==> config.mk <==
export PLATFORM = sky130hd
export DESIGN_NAME = rgbc_to_hsl_percent_core_flat
export DESIGN_NICKNAME = d
export VERILOG_FILES = /design/src/design/rhp_pkg.sv /design/src/design/rhp_in_if.sv /design/src/design/rhp_out_if.sv /design/src/design/rgbc_to_hsl_percent_core.sv /design/src/design/rhp_div_cell.sv /design/src/design/rhp_div_chain.sv /design/src/flat_wrapper.sv
export SDC_FILE = /design/constraint.sdc
export NUM_CORES = 2
export LEC_CHECK = 0
export BUFFER_PORTS_ARGS = -buffer_cell sky130_fd_sc_hd__clkbuf_2
export CAP_MARGIN = 20
export CORE_ASPECT_RATIO = 0.8
export CORE_UTILIZATION = 57
export CTS_CLUSTER_DIAMETER = 100
export DETAILED_ROUTE_END_ITERATION = 6
export PLACE_DENSITY = 0.8
export SYNTH_ARGS = -nofsm -noshare
export SYNTH_HDL_FRONTEND = slang
export SYNTH_HIERARCHICAL = 1
export SYNTH_SLANG_ARGS = --single-unit
==> constraint.sdc <==
create_clock -name clk -period 107.2 [get_ports clk]
set_clock_uncertainty 0.2 [all_clocks]
set_input_delay 16.08 -clock clk [delete_from_list [all_inputs] [get_ports clk]]
set_output_delay 16.08 -clock clk [all_outputs]
set_load 0.1 [all_outputs]
==> src/design/rhp_pkg.sv <==
`timescale 1ns / 1ps
package rhp_pkg;

  localparam int INPUT_W        = 16;
  localparam int CHANNEL_BITS_D = 16;
  localparam int HUE_W          = 9;
  localparam int PCT_W          = 7;

  // quotient bits per division chain
  localparam int DIV_Q    = 7;
  // hue / saturation division: remainder and divisor widths
  localparam int HS_W     = 14;
  localparam int HS_DW    = 8;

  localparam int PCT_SCALE = 100;
  localparam int HUE_STEP  = 60;
  localparam int HUE_FULL  = 360;
  localparam int HUE_GREEN = 120;
  localparam int HUE_BLUE  = 240;
  localparam int SUM_FULL  = 200;
  localparam int L_HALF    = 50;

  typedef struct packed {
    logic       zero;
    logic [2:0] ovf;
  } pct_side_t;

  typedef struct packed {
    logic              zero;
    logic              gray;
    logic              neg;
    logic [HUE_W-1:0]  base;
    logic [PCT_W-1:0]  light;
  } hs_side_t;

endpackage

==> src/design/rhp_in_if.sv <==
`timescale 1ns / 1ps
interface rhp_in_if;
  import rhp_pkg::*;
  logic               valid;
  logic               ready;
  logic [INPUT_W-1:0] clear_count;
  logic [INPUT_W-1:0] red_count;
  logic [INPUT_W-1:0] green_count;
  logic [INPUT_W-1:0] blue_count;
  modport source (output valid, clear_count, red_count, green_count, blue_count,
                  input ready);
  modport sink (input valid, clear_count, red_count, green_count, blue_count,
                output ready);
endinterface

==> src/design/rhp_out_if.sv <==
`timescale 1ns / 1ps
interface rhp_out_if;
  import rhp_pkg::*;
  logic             valid;
  logic             ready;
  logic [HUE_W-1:0] hue;
  logic [PCT_W-1:0] saturation;
  logic [PCT_W-1:0] lightness;
  logic             zero_clear;
  modport source (output valid, hue, saturation, lightness, zero_clear, input ready);
  modport sink (input valid, hue, saturation, lightness, zero_clear, output ready);
endinterface

==> src/design/rgbc_to_hsl_percent_core.sv <==
`timescale 1ns / 1ps
// Clear/red/green/blue counts to hue (0..360), saturation and lightness (0..100).
// Fully pipelined: one transaction is accepted every cycle while the output
// is not stalled. The pipe holds two rows of restoring-division cells, each
// cell settling one quotient bit: the first row scales the three colors to
// percent of clear, the second computes the hue fraction and saturation
// side by side. A stall on the output freezes the whole pipe. Percents
// saturate at 100; a zero clear count yields zeros with zero_clear set.
module rgbc_to_hsl_percent_core #(
  parameter int CHANNEL_BITS = rhp_pkg::CHANNEL_BITS_D
) (
  input  logic      clk,
  input  logic      rst,
  rhp_in_if.sink    in_ch,
  rhp_out_if.source out_ch
);
  import rhp_pkg::*;

  localparam int NW = CHANNEL_BITS + 7;  // count * 100

  logic en;

  // ---------------- stage 0: scale numerators, overflow check
  logic [CHANNEL_BITS-1:0]          clr;
  logic [2:0][CHANNEL_BITS-1:0]     cnt;
  logic [2:0][NW-1:0]               num;
  logic [2:0]                       ovf;

  logic                             s0_valid;
  logic [2:0][NW-1:0]               s0_num;
  logic [2:0][CHANNEL_BITS-1:0]     s0_den;
  pct_side_t                        s0_side;

  assign clr    = in_ch.clear_count[CHANNEL_BITS-1:0];
  assign cnt[0] = in_ch.red_count[CHANNEL_BITS-1:0];
  assign cnt[1] = in_ch.green_count[CHANNEL_BITS-1:0];
  assign cnt[2] = in_ch.blue_count[CHANNEL_BITS-1:0];

  always_comb begin
    for (int i = 0; i < 3; i++) begin
      num[i] = NW'(cnt[i]) * NW'(PCT_SCALE);
      // quotient would not fit in DIV_Q bits: saturate later
      ovf[i] = num[i][NW-1:DIV_Q] >= clr;
    end
  end

  assign en          = !out_ch.valid || out_ch.ready;
  assign in_ch.ready = en;

  always_ff @(posedge clk) begin
    if (rst) begin
      s0_valid <= 1'b0;
    end else if (en) begin
      s0_valid <= in_ch.valid;
    end
  end

  always_ff @(posedge clk) begin
    if (en) begin
      s0_num       <= num;
      s0_den       <= {3{clr}};
      s0_side.zero <= (clr == '0);
      s0_side.ovf  <= ovf;
    end
  end

  // ---------------- percent division row
  logic                      p_valid;
  logic [2:0][DIV_Q-1:0]     p_q;
  logic [$bits(pct_side_t)-1:0] p_side_raw;
  pct_side_t                 p_side;

  rhp_div_chain #(
    .W(NW), .DW(CHANNEL_BITS), .Q(DIV_Q), .LANES(3), .PW($bits(pct_side_t))
  ) u_pct (
    .clk(clk), .rst(rst), .en(en),
    .in_valid(s0_valid), .in_num(s0_num), .in_den(s0_den), .in_side(s0_side),
    .out_valid(p_valid), .out_q(p_q), .out_side(p_side_raw)
  );

  assign p_side = pct_side_t'(p_side_raw);

  // ---------------- stage M: max/min, sector, lightness, divisor setup
  logic [2:0][PCT_W-1:0] pct;
  logic [PCT_W-1:0]      mx, mn, ha, hb, hdiff;
  logic [PCT_W-1:0]      dif;
  logic [PCT_W:0]        sum;
  logic [PCT_W-1:0]      light;
  logic [HUE_W-1:0]      base;
  logic                  neg;
  logic [HS_DW-1:0]      sden;
  logic [HS_DW-1:0]      hden;

  logic                          m_valid;
  logic [1:0][HS_W-1:0]          m_num;
  logic [1:0][HS_DW-1:0]         m_den;
  hs_side_t                      m_side;

  always_comb begin
    for (int i = 0; i < 3; i++) begin
      if (p_side.ovf[i] || p_q[i] > DIV_Q'(PCT_SCALE)) begin
        pct[i] = PCT_W'(PCT_SCALE);
      end else begin
        pct[i] = p_q[i];
      end
    end
    // ties resolve red, then green, then blue
    priority if (pct[0] >= pct[1] && pct[0] >= pct[2]) begin
      mx = pct[0]; ha = pct[1]; hb = pct[2]; base = '0;
    end else if (pct[1] >= pct[2]) begin
      mx = pct[1]; ha = pct[2]; hb = pct[0]; base = HUE_W'(HUE_GREEN);
    end else begin
      mx = pct[2]; ha = pct[0]; hb = pct[1]; base = HUE_W'(HUE_BLUE);
    end
    mn = pct[0];
    if (pct[1] < mn) mn = pct[1];
    if (pct[2] < mn) mn = pct[2];
    dif   = mx - mn;
    sum   = {1'b0, mx} + {1'b0, mn};
    light = sum[PCT_W:1];
    neg   = ha < hb;
    hdiff = neg ? hb - ha : ha - hb;
    // red sector going negative wraps from the top of the circle
    if (neg && base == '0) begin
      base = HUE_W'(HUE_FULL);
    end
    if (light <= PCT_W'(L_HALF)) begin
      sden = sum;
    end else begin
      sden = HS_DW'(SUM_FULL) - sum;
    end
    hden = (dif == '0) ? HS_DW'(1) : {1'b0, dif};
    if (sden == '0) begin
      sden = HS_DW'(1);
    end
  end

  always_ff @(posedge clk) begin
    if (rst) begin
      m_valid <= 1'b0;
    end else if (en) begin
      m_valid <= p_valid;
    end
  end

  always_ff @(posedge clk) begin
    if (en) begin
      m_num[0]     <= HS_W'(hdiff) * HS_W'(HUE_STEP);
      m_num[1]     <= HS_W'(dif) * HS_W'(PCT_SCALE);
      m_den[0]     <= hden;
      m_den[1]     <= sden;
      m_side.zero  <= p_side.zero;
      m_side.gray  <= (dif == '0);
      m_side.neg   <= neg;
      m_side.base  <= base;
      m_side.light <= light;
    end
  end

  // ---------------- hue / saturation division row
  logic                         h_valid;
  logic [1:0][DIV_Q-1:0]        h_q;
  logic [$bits(hs_side_t)-1:0]  h_side_raw;
  hs_side_t                     h_side;

  rhp_div_chain #(
    .W(HS_W), .DW(HS_DW), .Q(DIV_Q), .LANES(2), .PW($bits(hs_side_t))
  ) u_hs (
    .clk(clk), .rst(rst), .en(en),
    .in_valid(m_valid), .in_num(m_num), .in_den(m_den), .in_side(m_side),
    .out_valid(h_valid), .out_q(h_q), .out_side(h_side_raw)
  );

  assign h_side = hs_side_t'(h_side_raw);

  // ---------------- output register
  logic [HUE_W-1:0] hue_next;
  logic [PCT_W-1:0] sat_next;
  logic [PCT_W-1:0] light_next;

  always_comb begin
    if (h_side.zero || h_side.gray) begin
      hue_next = '0;
      sat_next = '0;
    end else begin
      hue_next = h_side.neg ? h_side.base - HUE_W'(h_q[0])
                            : h_side.base + HUE_W'(h_q[0]);
      sat_next = h_q[1];
    end
    light_next = h_side.zero ? '0 : h_side.light;
  end

  always_ff @(posedge clk) begin
    if (rst) begin
      out_ch.valid <= 1'b0;
    end else if (en) begin
      out_ch.valid <= h_valid;
    end
  end

  always_ff @(posedge clk) begin
    if (en) begin
      out_ch.hue        <= hue_next;
      out_ch.saturation <= sat_next;
      out_ch.lightness  <= light_next;
      out_ch.zero_clear <= h_side.zero;
    end
  end

endmodule

==> src/design/rhp_div_cell.sv <==
`timescale 1ns / 1ps
// One restoring division step per lane: settle quotient bit K.
module rhp_div_cell #(
  parameter int W     = 14,
  parameter int DW    = 8,
  parameter int Q     = 7,
  parameter int K     = 0,
  parameter int LANES = 1,
  parameter int PW    = 1
) (
  input  logic                           clk,
  input  logic                           rst,
  input  logic                           en,
  input  logic                           in_valid,
  input  logic [LANES-1:0][W-1:0]        in_rem,
  input  logic [LANES-1:0][DW-1:0]       in_den,
  input  logic [LANES-1:0][Q-1:0]        in_q,
  input  logic [PW-1:0]                  in_side,
  output logic                           out_valid,
  output logic [LANES-1:0][W-1:0]        out_rem,
  output logic [LANES-1:0][DW-1:0]       out_den,
  output logic [LANES-1:0][Q-1:0]        out_q,
  output logic [PW-1:0]                  out_side
);

  logic [LANES-1:0][W-1:0] rem_next;
  logic [LANES-1:0][Q-1:0] q_next;

  always_comb begin
    for (int i = 0; i < LANES; i++) begin
      logic [W-1:0] trial;
      trial = W'(in_den[i]) << K;
      rem_next[i] = in_rem[i];
      q_next[i]   = in_q[i];
      if (in_rem[i] >= trial) begin
        rem_next[i] = in_rem[i] - trial;
        q_next[i][K] = 1'b1;
      end
    end
  end

  always_ff @(posedge clk) begin
    if (rst) begin
      out_valid <= 1'b0;
    end else if (en) begin
      out_valid <= in_valid;
    end
  end

  always_ff @(posedge clk) begin
    if (en) begin
      out_rem  <= rem_next;
      out_den  <= in_den;
      out_q    <= q_next;
      out_side <= in_side;
    end
  end

endmodule

==> src/design/rhp_div_chain.sv <==
`timescale 1ns / 1ps
// Row of division cells, most significant quotient bit first.
module rhp_div_chain #(
  parameter int W     = 14,
  parameter int DW    = 8,
  parameter int Q     = 7,
  parameter int LANES = 1,
  parameter int PW    = 1
) (
  input  logic                     clk,
  input  logic                     rst,
  input  logic                     en,
  input  logic                     in_valid,
  input  logic [LANES-1:0][W-1:0]  in_num,
  input  logic [LANES-1:0][DW-1:0] in_den,
  input  logic [PW-1:0]            in_side,
  output logic                     out_valid,
  output logic [LANES-1:0][Q-1:0]  out_q,
  output logic [PW-1:0]            out_side
);

  logic [Q:0]                      v_s;
  logic [Q:0][LANES-1:0][W-1:0]    rem_s;
  logic [Q:0][LANES-1:0][DW-1:0]   den_s;
  logic [Q:0][LANES-1:0][Q-1:0]    q_s;
  logic [Q:0][PW-1:0]              side_s;

  assign v_s[0]    = in_valid;
  assign rem_s[0]  = in_num;
  assign den_s[0]  = in_den;
  assign q_s[0]    = '0;
  assign side_s[0] = in_side;

  for (genvar s = 0; s < Q; s++) begin : g_cell
    rhp_div_cell #(
      .W(W), .DW(DW), .Q(Q), .K(Q - 1 - s), .LANES(LANES), .PW(PW)
    ) u_cell (
      .clk(clk), .rst(rst), .en(en),
      .in_valid(v_s[s]), .in_rem(rem_s[s]), .in_den(den_s[s]),
      .in_q(q_s[s]), .in_side(side_s[s]),
      .out_valid(v_s[s+1]), .out_rem(rem_s[s+1]), .out_den(den_s[s+1]),
      .out_q(q_s[s+1]), .out_side(side_s[s+1])
    );
  end

  assign out_valid = v_s[Q];
  assign out_q     = q_s[Q];
  assign out_side  = side_s[Q];

endmodule

==> src/flat_wrapper.sv <==
// flat-port wrapper written by rule: the top's interface ports become plain ports
module rgbc_to_hsl_percent_core_flat import rhp_pkg::*;
#(
  parameter int CHANNEL_BITS = rhp_pkg::CHANNEL_BITS_D
)
  (clk, rst, in_ch_valid, in_ch_clear_count, in_ch_red_count, in_ch_green_count, in_ch_blue_count, in_ch_ready, out_ch_valid, out_ch_hue, out_ch_saturation, out_ch_lightness, out_ch_zero_clear, out_ch_ready);
  rhp_in_if in_ch_i ();
  rhp_out_if out_ch_i ();
  input  logic clk;
  input  logic rst;
  input wire logic [$bits(in_ch_i.valid)-1:0] in_ch_valid;
  input wire logic [$bits(in_ch_i.clear_count)-1:0] in_ch_clear_count;
  input wire logic [$bits(in_ch_i.red_count)-1:0] in_ch_red_count;
  input wire logic [$bits(in_ch_i.green_count)-1:0] in_ch_green_count;
  input wire logic [$bits(in_ch_i.blue_count)-1:0] in_ch_blue_count;
  output wire logic [$bits(in_ch_i.ready)-1:0] in_ch_ready;
  output wire logic [$bits(out_ch_i.valid)-1:0] out_ch_valid;
  output wire logic [$bits(out_ch_i.hue)-1:0] out_ch_hue;
  output wire logic [$bits(out_ch_i.saturation)-1:0] out_ch_saturation;
  output wire logic [$bits(out_ch_i.lightness)-1:0] out_ch_lightness;
  output wire logic [$bits(out_ch_i.zero_clear)-1:0] out_ch_zero_clear;
  input wire logic [$bits(out_ch_i.ready)-1:0] out_ch_ready;
  assign in_ch_i.valid = in_ch_valid;
  assign in_ch_i.clear_count = in_ch_clear_count;
  assign in_ch_i.red_count = in_ch_red_count;
  assign in_ch_i.green_count = in_ch_green_count;
  assign in_ch_i.blue_count = in_ch_blue_count;
  assign in_ch_ready = in_ch_i.ready;
  assign out_ch_valid = out_ch_i.valid;
  assign out_ch_hue = out_ch_i.hue;
  assign out_ch_saturation = out_ch_i.saturation;
  assign out_ch_lightness = out_ch_i.lightness;
  assign out_ch_zero_clear = out_ch_i.zero_clear;
  assign out_ch_i.ready = out_ch_ready;
  rgbc_to_hsl_percent_core #(.CHANNEL_BITS(CHANNEL_BITS)) u_core (.clk(clk), .rst(rst), .in_ch(in_ch_i), .out_ch(out_ch_i));
endmodule
==> qor.yml <==
cts_post_setup_buffers_inserted: 0
cts.clk_slew.worst_paths_ns: 0.07
end_kind: "output pin"
ios: 94
syn_inst: 7299
coreArea_mm2: 0.151
rows: 127
ant_nets: 0
worstSetupPathType: "in2out"
cts-hold-fix-buffers: 0
avgSynthCellArea_um2: 11.9
drive_above_1_share_pct: 9.58
cp_max_fo: 62
hpwl_mm: 123
fin_crit_sh_pct: 31.6
r2r_start: "u_core/u_pct/g_cell[6].u_cell/out_q[10]"
htreeDepth: 4
drt_wl_total_mm: 167
antenna_found_initial: 0
timing.rr.end: "u_core/m_num[27]"
start_kind: "input pin"
crit_arrival_ns: 17.56
rsz0062_at_grt: "no"
cts_resized: 0
via_per_inst: 5.71
die_area_mm2: 0.154
crit_start: "out_ch_ready"
ys_warn_count: 6
cts_inserted_buffers: 155
rr_worst_depth: 33
fin_tns_setup_ns: 0
ff2ff_setup_slack_ns: 97.71
portBuffers: 93
chipHeight_um: 352
worst_slew_pin_slew_ns: 0.988
relSlewSlack_pct: 32.4
status: "finished clean"
root_buffer: "clkbuf_16"
clock_sinks: 1549
required_ns: 90.92
period_needed_ns: 33.84
wire_per_inst_um: 17.3
grt_max_degree: 179
cts_tree: "done"
worstSkewPairLatency_ns: 0.78
place.gp.congestion: 0.921
initial_core_util_pct: 57.8
cp-endpoint: "in_ch_ready"
grt_pass1_wl_mm: 269
via_count: 55000
setup_viol: 0
fmax_mhz: 29.5
holdCritPathClass: "reg2reg"
nNetsFinal: 8411
syn_to_final_growth_pct: 9.02
drtIter0Drc: 4089
post-place-ws_ns: 73.33
drv_slew: 0
syn-cell-area_mm2: 0.0871
grt_usage_pct: 21.5
die_x_um: 439
grt_pass1_vias: 53100
drc: 0
cts_buffer_depth: 3
drv_cap: 0
hold_viol: 0
first_pass_iters: 6
worst_slack_ns: 73.36
grt_overflow_total: 0
layer usage:
| metal | wire length (um) | share of wire, % | vias to the layer above | track usage (%) |
|---|---|---|---|---|
| li1 | - | - | 27100 | - |
| met1 | 75800 | 45 | 26000 | 29.1 |
| met2 | 77200 | 46 | 1568 | 35.3 |
| met3 | 8630 | 5.2 | 340 | 3.21 |
| met4 | 5260 | 3.2 | 0 | 7.63 |
| met5 | 0 | 0 | - | 0 |
cells in the final DEF, fill, tap and decap left out, types with 49 or more instances in the layout:
cell type  count
mux2i_1       76
nand2_1      370
nand4_1       59
a21oi_1      481
nor2b_1       86
a211oi_1      63
xnor2_1      256
mux2_2       112
nor4_1        53
clkbuf_2      94
a21o_1       143
clkbuf_16    159
conb_1        62
o21ai_0      345
ha_1         752
nor2_1       430
o211ai_1      52
fa_1          82
xor2_1       163
edfxtp_1    1532
inv_1        844
o21a_1        93
nand3_1      115
nand2b_1      90
and3_1        49
nor3_1       108
critical path, cell delays in order:
cell      delay (ns)
clkbuf_2        0.07
nand2b_4        0.68
clkbuf_2        0.63
flip-flops by register name, summed over array words and instances, names as in the netlist, 28 cells and up:
name                                 cells
u_core/u_pct/g_cell.u_cell/out_den     288
u_core/u_hs/g_cell.u_cell/out_den       96
u_core/u_hs/g_cell.u_cell/out_rem      168
u_core/u_pct/g_cell.u_cell/out_side     28
u_core/s0_num                           63
u_core/u_hs/g_cell.u_cell/out_q         98
u_core/u_pct/g_cell.u_cell/out_rem     414
u_core/u_pct/g_cell.u_cell/out_q       147
u_core/u_hs/g_cell.u_cell/out_side     133
metrics by stage:
step	utilization, %	std cells	cell area [um2]	hold WS, ns
floorplan	-	7358	87300	0.200
global placement	59.6	9347	89900	0.200
detailed placement	59.6	9347	89900	0.205
CTS	62.9	9622	94900	0.193
global route	63.0	9626	95000	0.194
finish	63.0	9627	95000	0.193
worst min-delay path by stage:
| stage | startpoint | endpoint | slack (ns) | cells past startpoint |
|---|---|---|---|---|
| floorplan | u_core/u_pct/g_cell[6].u_cell/out_side[3] | u_core/m_side[18] | 0.20 | 0 |
| global placement | u_core/u_hs/g_cell[1].u_cell/out_q[8] | u_core/u_hs/g_cell[2].u_cell/out_q[8] | 0.20 | 0 |
| detailed placement | u_core/m_side[1] | u_core/u_hs/g_cell[0].u_cell/out_side[1] | 0.20 | 0 |
| CTS | u_core/m_side[1] | u_core/u_hs/g_cell[0].u_cell/out_side[1] | 0.19 | 0 |
| global route | u_core/u_hs/g_cell[2].u_cell/out_side[18] | u_core/u_hs/g_cell[3].u_cell/out_side[18] | 0.19 | 0 |
| finish | u_core/m_side[1] | u_core/u_hs/g_cell[0].u_cell/out_side[1] | 0.19 | 0 |
cell type report:
class | count | area (um2)
antenna | 1 | 2.50
clock buffer | 179 | 4070
clock inverter | 96 | 986
fill | 11100 | 55800
inverter | 845 | 3170
multi-input combinational | 4827 | 37100
sequential | 1549 | 46300
tap | 1999 | 2500
timing repair buffer | 131 | 811
Power is not shown: default switching activity piles up to over one toggle a cycle in this logic, so the estimate is an artifact.
